### config.mk
export PLATFORM = sky130hd
export DESIGN_NAME = edge_binned_histogram_top
export DESIGN_NICKNAME = d
export VERILOG_FILES = /design/src/design/ebh_pkg.sv /design/src/design/edge_binned_histogram_top.sv
export SDC_FILE = /design/constraint.sdc
export NUM_CORES = 2
export LEC_CHECK = 0
export BUFFER_PORTS_ARGS = -buffer_cell sky130_fd_sc_hd__buf_2
export CORE_MARGIN = 2
export CORE_UTILIZATION = 65
export CTS_BUF_LIST = sky130_fd_sc_hd__clkbuf_2
export DETAILED_ROUTE_END_ITERATION = 10
export PLACE_DENSITY = 0.82
export SLEW_MARGIN = 0
export SYNTH_ARGS = -nofsm -noshare
export SYNTH_HDL_FRONTEND = slang
export SYNTH_SLANG_ARGS = --single-unit
### constraint.sdc
create_clock -name clk_i -period 8.42 [get_ports clk_i]
set_input_delay 0.421 -clock clk_i [delete_from_list [all_inputs] [get_ports clk_i]]
set_output_delay 0.421 -clock clk_i [all_outputs]
set_load 0.005 [all_outputs]
### src/design/ebh_pkg.sv
package ebh_pkg;
  localparam int MaxEdges = 31;
  localparam int EdgeW = 5;
  localparam int BinW = 5;
  localparam int NumBins = MaxEdges + 1;

  localparam logic [1:0] CmdSample = 2'd0;
  localparam logic [1:0] CmdEmit   = 2'd1;
  localparam logic [1:0] CmdClear  = 2'd2;
  localparam logic [1:0] CmdEdge   = 2'd3;

  localparam logic [1:0] RegNormalize = 2'd0;
  localparam logic [1:0] RegInnerOnly = 2'd1;
  localparam logic [1:0] RegEmitOnSmp = 2'd2;
  localparam logic [1:0] RegEdgeCount = 2'd3;

  localparam logic [31:0] SampleTop = 32'h7FFF_FFFF;
endpackage

### src/design/edge_binned_histogram_top.sv
// Edge-binned histogram of Q16.16 samples. One shared 32-bit comparator
// classifies a sample by walking the edges in use, one edge a cycle, then
// the counter is bumped (saturating). An emission walks the shown bins
// twice: once to find the largest count, once to send each bin; with
// normalize set each bin goes through a 48-step restoring divider (one
// quotient bit a cycle). Each bin is read only after the receiver has taken
// the one before. The counters live in a 32-entry memory with valid bits, so
// clear only resets the valid bits. Input and configuration ready are low
// while a word is in progress.
module edge_binned_histogram_top (
  input  logic        clk_i,
  input  logic        rst_ni,
  input  logic        in_valid_i,
  output logic        in_ready_o,
  input  logic [1:0]  command_i,
  input  logic signed [31:0] sample_i,
  input  logic [ebh_pkg::EdgeW-1:0] edge_index_i,
  input  logic signed [31:0] edge_value_i,
  output logic        out_valid_o,
  input  logic        out_ready_i,
  output logic [ebh_pkg::BinW-1:0] bin_number_o,
  output logic [31:0] bin_value_o,
  output logic        last_o,
  output logic        empty_res_o,
  input  logic        cfg_valid_i,
  output logic        cfg_ready_o,
  input  logic [1:0]  cfg_index_i,
  input  logic [31:0] cfg_data_i
);
  import ebh_pkg::*;

  localparam logic [2:0] SIdle = 3'd0, SClass = 3'd1, SBump = 3'd2, SMax = 3'd3,
                         SRead = 3'd4, SDiv = 3'd5, SOut = 3'd6, SWb = 3'd7;

  logic [2:0] state_q, state_d;
  logic normalize_q, inner_q, eos_q;
  logic [4:0] edge_count_q;
  logic signed [31:0] edges_q [MaxEdges];
  logic [31:0] cnt_mem [NumBins];
  logic [NumBins-1:0] cvalid_q;
  logic [31:0] rd_q;
  logic [4:0] idx_q, lo_q, hi_q;
  logic [4:0] kcnt_q;
  logic signed [31:0] smp_q;
  logic [31:0] max_q;
  logic [47:0] dividend_q;
  logic [31:0] rem_q;
  logic [5:0] dstep_q;
  logic [31:0] quo_q;
  logic [5:0] nbins;
  logic [4:0] n_use;
  logic [4:0] lo_new, hi_new;
  logic rd_pending_q, rd_pending_d;

  assign n_use = (edge_count_q > 5'(MaxEdges)) ? 5'(MaxEdges) : edge_count_q;
  assign nbins = {1'b0, n_use} + 6'd1;
  assign lo_new = inner_q ? 5'd1 : 5'd0;
  assign hi_new = inner_q ? 5'(nbins - 6'd1) : 5'(nbins);

  assign in_ready_o  = (state_q == SIdle) && !cfg_valid_i;
  assign cfg_ready_o = (state_q == SIdle);

  logic in_acc, out_acc;
  assign in_acc  = in_valid_i && in_ready_o;
  assign out_acc = out_valid_o && out_ready_i;

  logic [31:0] rdv;
  assign rdv = cvalid_q[idx_q] ? rd_q : 32'd0;

  logic [32:0] rem_sh;
  assign rem_sh = {rem_q, dividend_q[47]};

  // hi == 32 wraps to 0 in 5 bits only when inner_only is clear and n=31
  logic hi_full;
  assign hi_full = !inner_q && (nbins == 6'd32);
  logic [5:0] hi6, lo6;
  assign hi6 = hi_full ? 6'd32 : {1'b0, hi_q};
  assign lo6 = {1'b0, lo_q};
  logic empty_list;
  assign empty_list = (hi6 <= lo6);

  always_ff @(posedge clk_i) begin
    rd_q <= cnt_mem[idx_q];
    if (state_q == SBump) begin
      cnt_mem[idx_q] <= cvalid_q[idx_q] ? ((rd_q == '1) ? rd_q : rd_q + 32'd1) : 32'd1;
    end
  end

  // memory read data is valid while rd_pending is set; rd_pending alternates during a read
  always_comb begin
    case (state_q)
      SClass: rd_pending_d = (kcnt_q >= n_use) && !rd_pending_q;
      SMax, SRead: rd_pending_d = !rd_pending_q;
      default: rd_pending_d = 1'b0;
    endcase
  end

  always_ff @(posedge clk_i or negedge rst_ni) begin
    if (!rst_ni) begin
      state_q <= SIdle;
      normalize_q <= 1'b1; inner_q <= 1'b1; eos_q <= 1'b1;
      edge_count_q <= 5'd1;
      edges_q <= '{default: '0};
      cvalid_q <= '0;
      idx_q <= '0; lo_q <= '0; hi_q <= '0; kcnt_q <= '0;
      out_valid_o <= 1'b0; rd_pending_q <= 1'b0;
      max_q <= '0; dstep_q <= '0;
      smp_q <= '0; dividend_q <= '0; rem_q <= '0; quo_q <= '0;
      bin_number_o <= '0; bin_value_o <= '0; last_o <= 1'b0; empty_res_o <= 1'b0;
    end else begin
      state_q <= state_d;
      rd_pending_q <= rd_pending_d;
      if (cfg_valid_i && cfg_ready_o) begin
        case (cfg_index_i)
          RegNormalize: normalize_q <= cfg_data_i[0];
          RegInnerOnly: inner_q <= cfg_data_i[0];
          RegEmitOnSmp: eos_q <= cfg_data_i[0];
          RegEdgeCount: begin
            edge_count_q <= cfg_data_i[4:0];
            cvalid_q <= '0;
          end
          default: ;
        endcase
      end
      if (out_acc) out_valid_o <= 1'b0;
      case (state_q)
        SIdle: if (in_acc) begin
          smp_q <= sample_i;
          kcnt_q <= '0;
          idx_q <= (command_i == CmdEmit) ? lo_new : 5'd0;
          lo_q <= lo_new;
          hi_q <= hi_new;
          max_q <= '0;
          case (command_i)
            CmdSample: ;
            CmdEmit: ;
            CmdClear: cvalid_q <= '0;
            CmdEdge: if (edge_index_i < 5'(MaxEdges)) begin
              edges_q[edge_index_i] <= edge_value_i;
              cvalid_q <= '0;
            end
            default: ;
          endcase
        end
        SClass: begin
          if (kcnt_q < n_use) begin
            if (edges_q[kcnt_q] <= smp_q) idx_q <= idx_q + 5'd1;
            kcnt_q <= kcnt_q + 5'd1;
          end
        end
        SBump: begin
          cvalid_q[idx_q] <= 1'b1;
          lo_q <= lo_new;
          hi_q <= hi_new;
          max_q <= '0;
          idx_q <= lo_new;
        end
        SMax: begin
          if (rd_pending_q) begin
            if (rdv > max_q) max_q <= rdv;
            if (idx_q + 5'd1 == hi_q || {1'b0, idx_q} + 6'd1 == 6'd32) idx_q <= lo_q;
            else idx_q <= idx_q + 5'd1;
          end
        end
        SRead: begin
          if (rd_pending_q) begin
            dividend_q <= {rdv, 16'd0};
            quo_q <= rdv; rem_q <= '0; dstep_q <= '0;
          end
        end
        SDiv: begin
          dividend_q <= {dividend_q[46:0], 1'b0};
          if (rem_sh >= {1'b0, max_q}) begin
            rem_q <= 32'(rem_sh - {1'b0, max_q});
            quo_q <= {quo_q[30:0], 1'b1};
          end else begin
            rem_q <= rem_sh[31:0];
            quo_q <= {quo_q[30:0], 1'b0};
          end
          dstep_q <= dstep_q + 6'd1;
        end
        SOut: if (!out_valid_o) begin
          out_valid_o <= 1'b1;
          bin_number_o <= empty_list ? 5'd0 : idx_q;
          bin_value_o <= (empty_list || (normalize_q && max_q == '0)) ? 32'd0 : quo_q;
          last_o <= empty_list || ({1'b0, idx_q} + 6'd1 == hi6);
          empty_res_o <= empty_list;
        end
        SWb: if (out_acc) idx_q <= idx_q + 5'd1;
        default: ;
      endcase
    end
  end

  always_comb begin
    state_d = state_q;
    case (state_q)
      SIdle: if (in_acc) begin
        case (command_i)
          CmdSample: state_d = (sample_i == SampleTop) ? SIdle : SClass;
          CmdEmit:   state_d = SMax;
          default:   state_d = SIdle;
        endcase
      end
      SClass: if (kcnt_q >= n_use) state_d = rd_pending_q ? SBump : SClass;
      SBump: state_d = eos_q ? SMax : SIdle;
      SMax: if (empty_list) state_d = SOut;
        else if (rd_pending_q && {1'b0, idx_q} + 6'd1 == hi6) state_d = SRead;
      SRead: if (rd_pending_q) state_d = normalize_q ? SDiv : SOut;
      SDiv: if (dstep_q == 6'd47) state_d = SOut;
      SOut: if (!out_valid_o) state_d = SWb;
      SWb: if (out_acc) begin
        if (last_o) state_d = SIdle;
        else state_d = SRead;
      end
      default: state_d = SIdle;
    endcase
  end

  a_out_stable: assert property (@(posedge clk_i) disable iff (!rst_ni)
    out_valid_o && !out_ready_i |=> out_valid_o && $stable(bin_value_o))
    else $error("result word changed while stalled");
  a_busy: assert property (@(posedge clk_i) disable iff (!rst_ni)
    out_valid_o |-> !in_ready_o)
    else $error("input taken during emission");
  a_empty_last: assert property (@(posedge clk_i) disable iff (!rst_ni)
    out_valid_o && empty_res_o |-> last_o)
    else $error("empty list word without last");
endmodule

==> results.json <==
{
  "via_per_inst": 6.67,
  "switching_power_w": 0.0107,
  "rsz0062_at_grt": "no",
  "cts.path.max_buffers": 4,
  "worstSetupEndpointType": "flop",
  "hold_path_class": "input pin to flop",
  "finalHoldViolCount": 0,
  "clkLatencyLatePin_ns": 1.83,
  "synthArstFlopShare_pct": 54.4,
  "reg2reg_depth": 14,
  "setup_viol": 0,
  "ir_drop_mv": 0.250,
  "coreArea_um2": 152000,
  "max-slew-margin-rel_pct": 14.0,
  "synth_area_leaders": "dfrtp_1 (31%), edfxtp_1 (31%), mux4_2 (12%)",
  "ys.flop_type": "dfrtp_1",
  "initial_core_util_pct": 65.6,
  "cts_sinks": 2314,
  "portBuffers": 124,
  "clkTransAtPathRegs_ns": 0.10,
  "worstPathArrival_ns": 7.75,
  "grt_pass1_vias": 63200,
  "tightestPinTransition_ns": 1.28,
  "drt-wirelength-per-cell_um": 28.7,
  "swShare_pct": 34.6,
  "max_freq_mhz": 163,
  "synth_edf_count": 1024,
  "crit_type": "flop to flop",
  "numCtsBuffers": 579,
  "cts_resized": 0,
  "holdPathStages": 6,
  "htree_levels": 6,
  "synth.top_cell.area_share_pct": 31.4,
  "cts_setup_buffers": 0,
  "synth-seq-cells": 2314,
  "dp_hpwl_um": 143000,
  "vias": 61100,
  "yosysSeqAreaShare_pct": 62.9,
  "hold_start": "in_valid_i",
  "cts_tree": "yes",
  "hold_end": "kcnt_q[2]",
  "critical_path_required_ns": 10.05,
  "finClkSkew_ns": 0.162,
  "wl_um": 262000,
  "syn_avg_cell_area_um2": 16.4,
  "rrSetupSlack_ns": 2.30,
  "cts-root-buf": "clkbuf_2",
  "instances_no_fill": 9158,
  "grt_pass1_wl_um": 393000,
  "dieArea_um2": 157000,
  "nets": 6957,
  "drive_gt1_share_pct": 40.2,
  "drtIter0Drc": 7555,
  "dp_cells": 7922,
  "fin_crit_sh_pct": 72.7,
  "seq_power_share_pct": 47.5,
  "row_count": 143,
  "p_comb_share_pct": 28.4,
  "power.density_nw_per_um2": 278,
  "antenna_left": 0,
  "timing.rr.end": "idx_q[1]",
  "status": "finished clean",
  "dr.pass1.iters": 6,
  "num_io_pins": 152,
  "pwr-share-clk_pct": 24.0,
  "yosys_warnings": 0,
  "grt_antenna_before_repair": 12,
  "syn-num-nets": 6306,
  "die_w_um": 396,
  "worst_setup_path_start_kind": "flop",
  "worstPathMaxFanout": 46,
  "crit_path_start": "kcnt_q[0]",
  "slew_violations": 0,
  "synth_area_um2": 100000,
  "netlist_instances": 6085,
  "die_h_um": 396,
  "grt_max_degree": 186,
  "areaGrowthSynthToFinish_pct": 10.6,
  "cap_violations": 0,
  "power.internal_w": 0.0201,
  "drt_drc_violations_left": 0,
  "finalSetupTns_ns": 0,
  "grt.total_usage_pct": 34.0,
  "period_needed_ns": 6.12,
  "synth.distinct_cells": 90,
  "total_power_w": 0.0308,
  "reg2reg_from": "kcnt_q[0]",
  "synth_top_area_cell": "dfrtp_1",
  "p_leak_nw": 46.9,
  "gr-total-overflow": 0,
  "routabilityCongestion": 0.867
}
==> area by class of cell <==
type                       instances  area (µm²)
tap                             2030        2540
multi-input combinational       3193       35100
clock inverter                   125         802
timing repair buffer             526        4570
inverter                         122         458
clock buffer                     834        4170
sequential                      2314       62900
antenna                           14        35.0
fill                            9309       41800
==> synthesized netlist by cell type (all sizes together) (45+ instances only) <==
cell       n
mux2i     52
ha       110
nand3     46
inv      121
clkbuf   266
dfrtp   1254
a221o     52
buf      190
mux4     546
o21ai    164
nor2     188
or3       45
edfxtp  1024
a22oi    130
nand2    246
mux2    1040
a21oi    125
nand4     66
==> critical path, cell delays in order (launching register included) <==
cell and delay, ns:
dfrtp_4 1.06, buf_12 0.41, mux4_2 0.57, mux2_2 0.28, a211oi_1 0.31, a21oi_1 0.26
ha_1 0.45, and3_1 0.16, nand3_1 0.12, nor2_1 0.13, nand3_1 0.13, nor3_1 1.05
nor4_1 0.20, a31oi_4 0.36, mux2_2 0.38
==> how the worst max path moves through the flow <==
stage,endpoint
floorplan,idx_q[1]
global placement,max_q[0]
detailed placement,max_q[0]
CTS,max_q[0]
global route,max_q[0]
finish,idx_q[1]
==> placed cells by master (no fill, tap or decap), types with 33 or more instances in the layout <==
cell / instances
o22ai_1: 36
mux2i_1: 52
nor2_4: 42
edfxtp_1: 1024
or3_1: 45
nand4_1: 66
ha_1: 110
buf_4: 124
inv_1: 121
dfrtp_1: 1247
nand3_1: 45
clkbuf_2: 834
a221o_1: 52
dlygate4sd3_1: 257
mux2_2: 1006
mux2_1: 33
a22o_1: 39
nor2_1: 126
a21oi_1: 118
nand2_1: 199
clkinv_1: 87
mux4_2: 546
o21ai_0: 147
buf_2: 123
a22oi_1: 130
==> power by group through the flow <==
stage / Combinational, W / Sequential, W / Clock [W]
final: 0.00876 / 0.0146 / 0.00740
after global routing: 0.00950 / 0.0147 / 0.00807
after CTS: 0.00865 / 0.0146 / 0.00750
after detailed placement: 0.00838 / 0.0148 / 0
after global placement: 0.00809 / 0.0148 / 0
after floorplan: 0.00634 / 0.0142 / 0
==> timing repair <==
item                       4_1_cts  5_1_grt
hold buffers                   263        0
hold endpoints to repair      2095        0
setup endpoints to repair        0        0
==> flip-flops by register name (all words and copies together), names as in the netlist, 3 cells and up <==
register,flops
dividend_q,32
dstep_q,6
bin_value_o,32
state_q,3
kcnt_q,5
smp_q,32
bin_number_o,5
edges_q,992
cvalid_q,32
idx_q,5
rem_q,32
hi_q,5
quo_q,32
cnt_mem,1024
edge_count_q,5
rd_q,32
max_q,32
==> per-layer routing <==
metal / share of wire [%] / global-route usage (%)
met5: 0.032 / 0
met4: 3.2 / 12.1
met3: 13 / 10.2
met2: 46 / 50.3
met1: 38 / 48.7
==> cell families after synthesis <==
family | share of synthesized area (%)
AOI/OAI and AO/OA | 4.39
xor gates and xnor gates | 0.548
adders and majority gates | 1.41
buffers and inverters | 2.50
DFF | 62.9
muxes | 24.5
and+or+nand+nor | 3.77
==> through the flow <==
step                      utilization (%)  setup WS, ns  area [µm²]  hold slack, ns
after floorplan                         -          3.38      100000           0.125
after global placement               67.5          2.38      103000           0.462
after detailed placement             67.5          2.39      103000           0.471
after CTS                            72.5          2.35      111000          0.0637
after global routing                 72.5          1.98      111000           0.115
final                                72.6          2.30      111000           0.220
No activity file was read; power rests on OpenSTA's default activity.
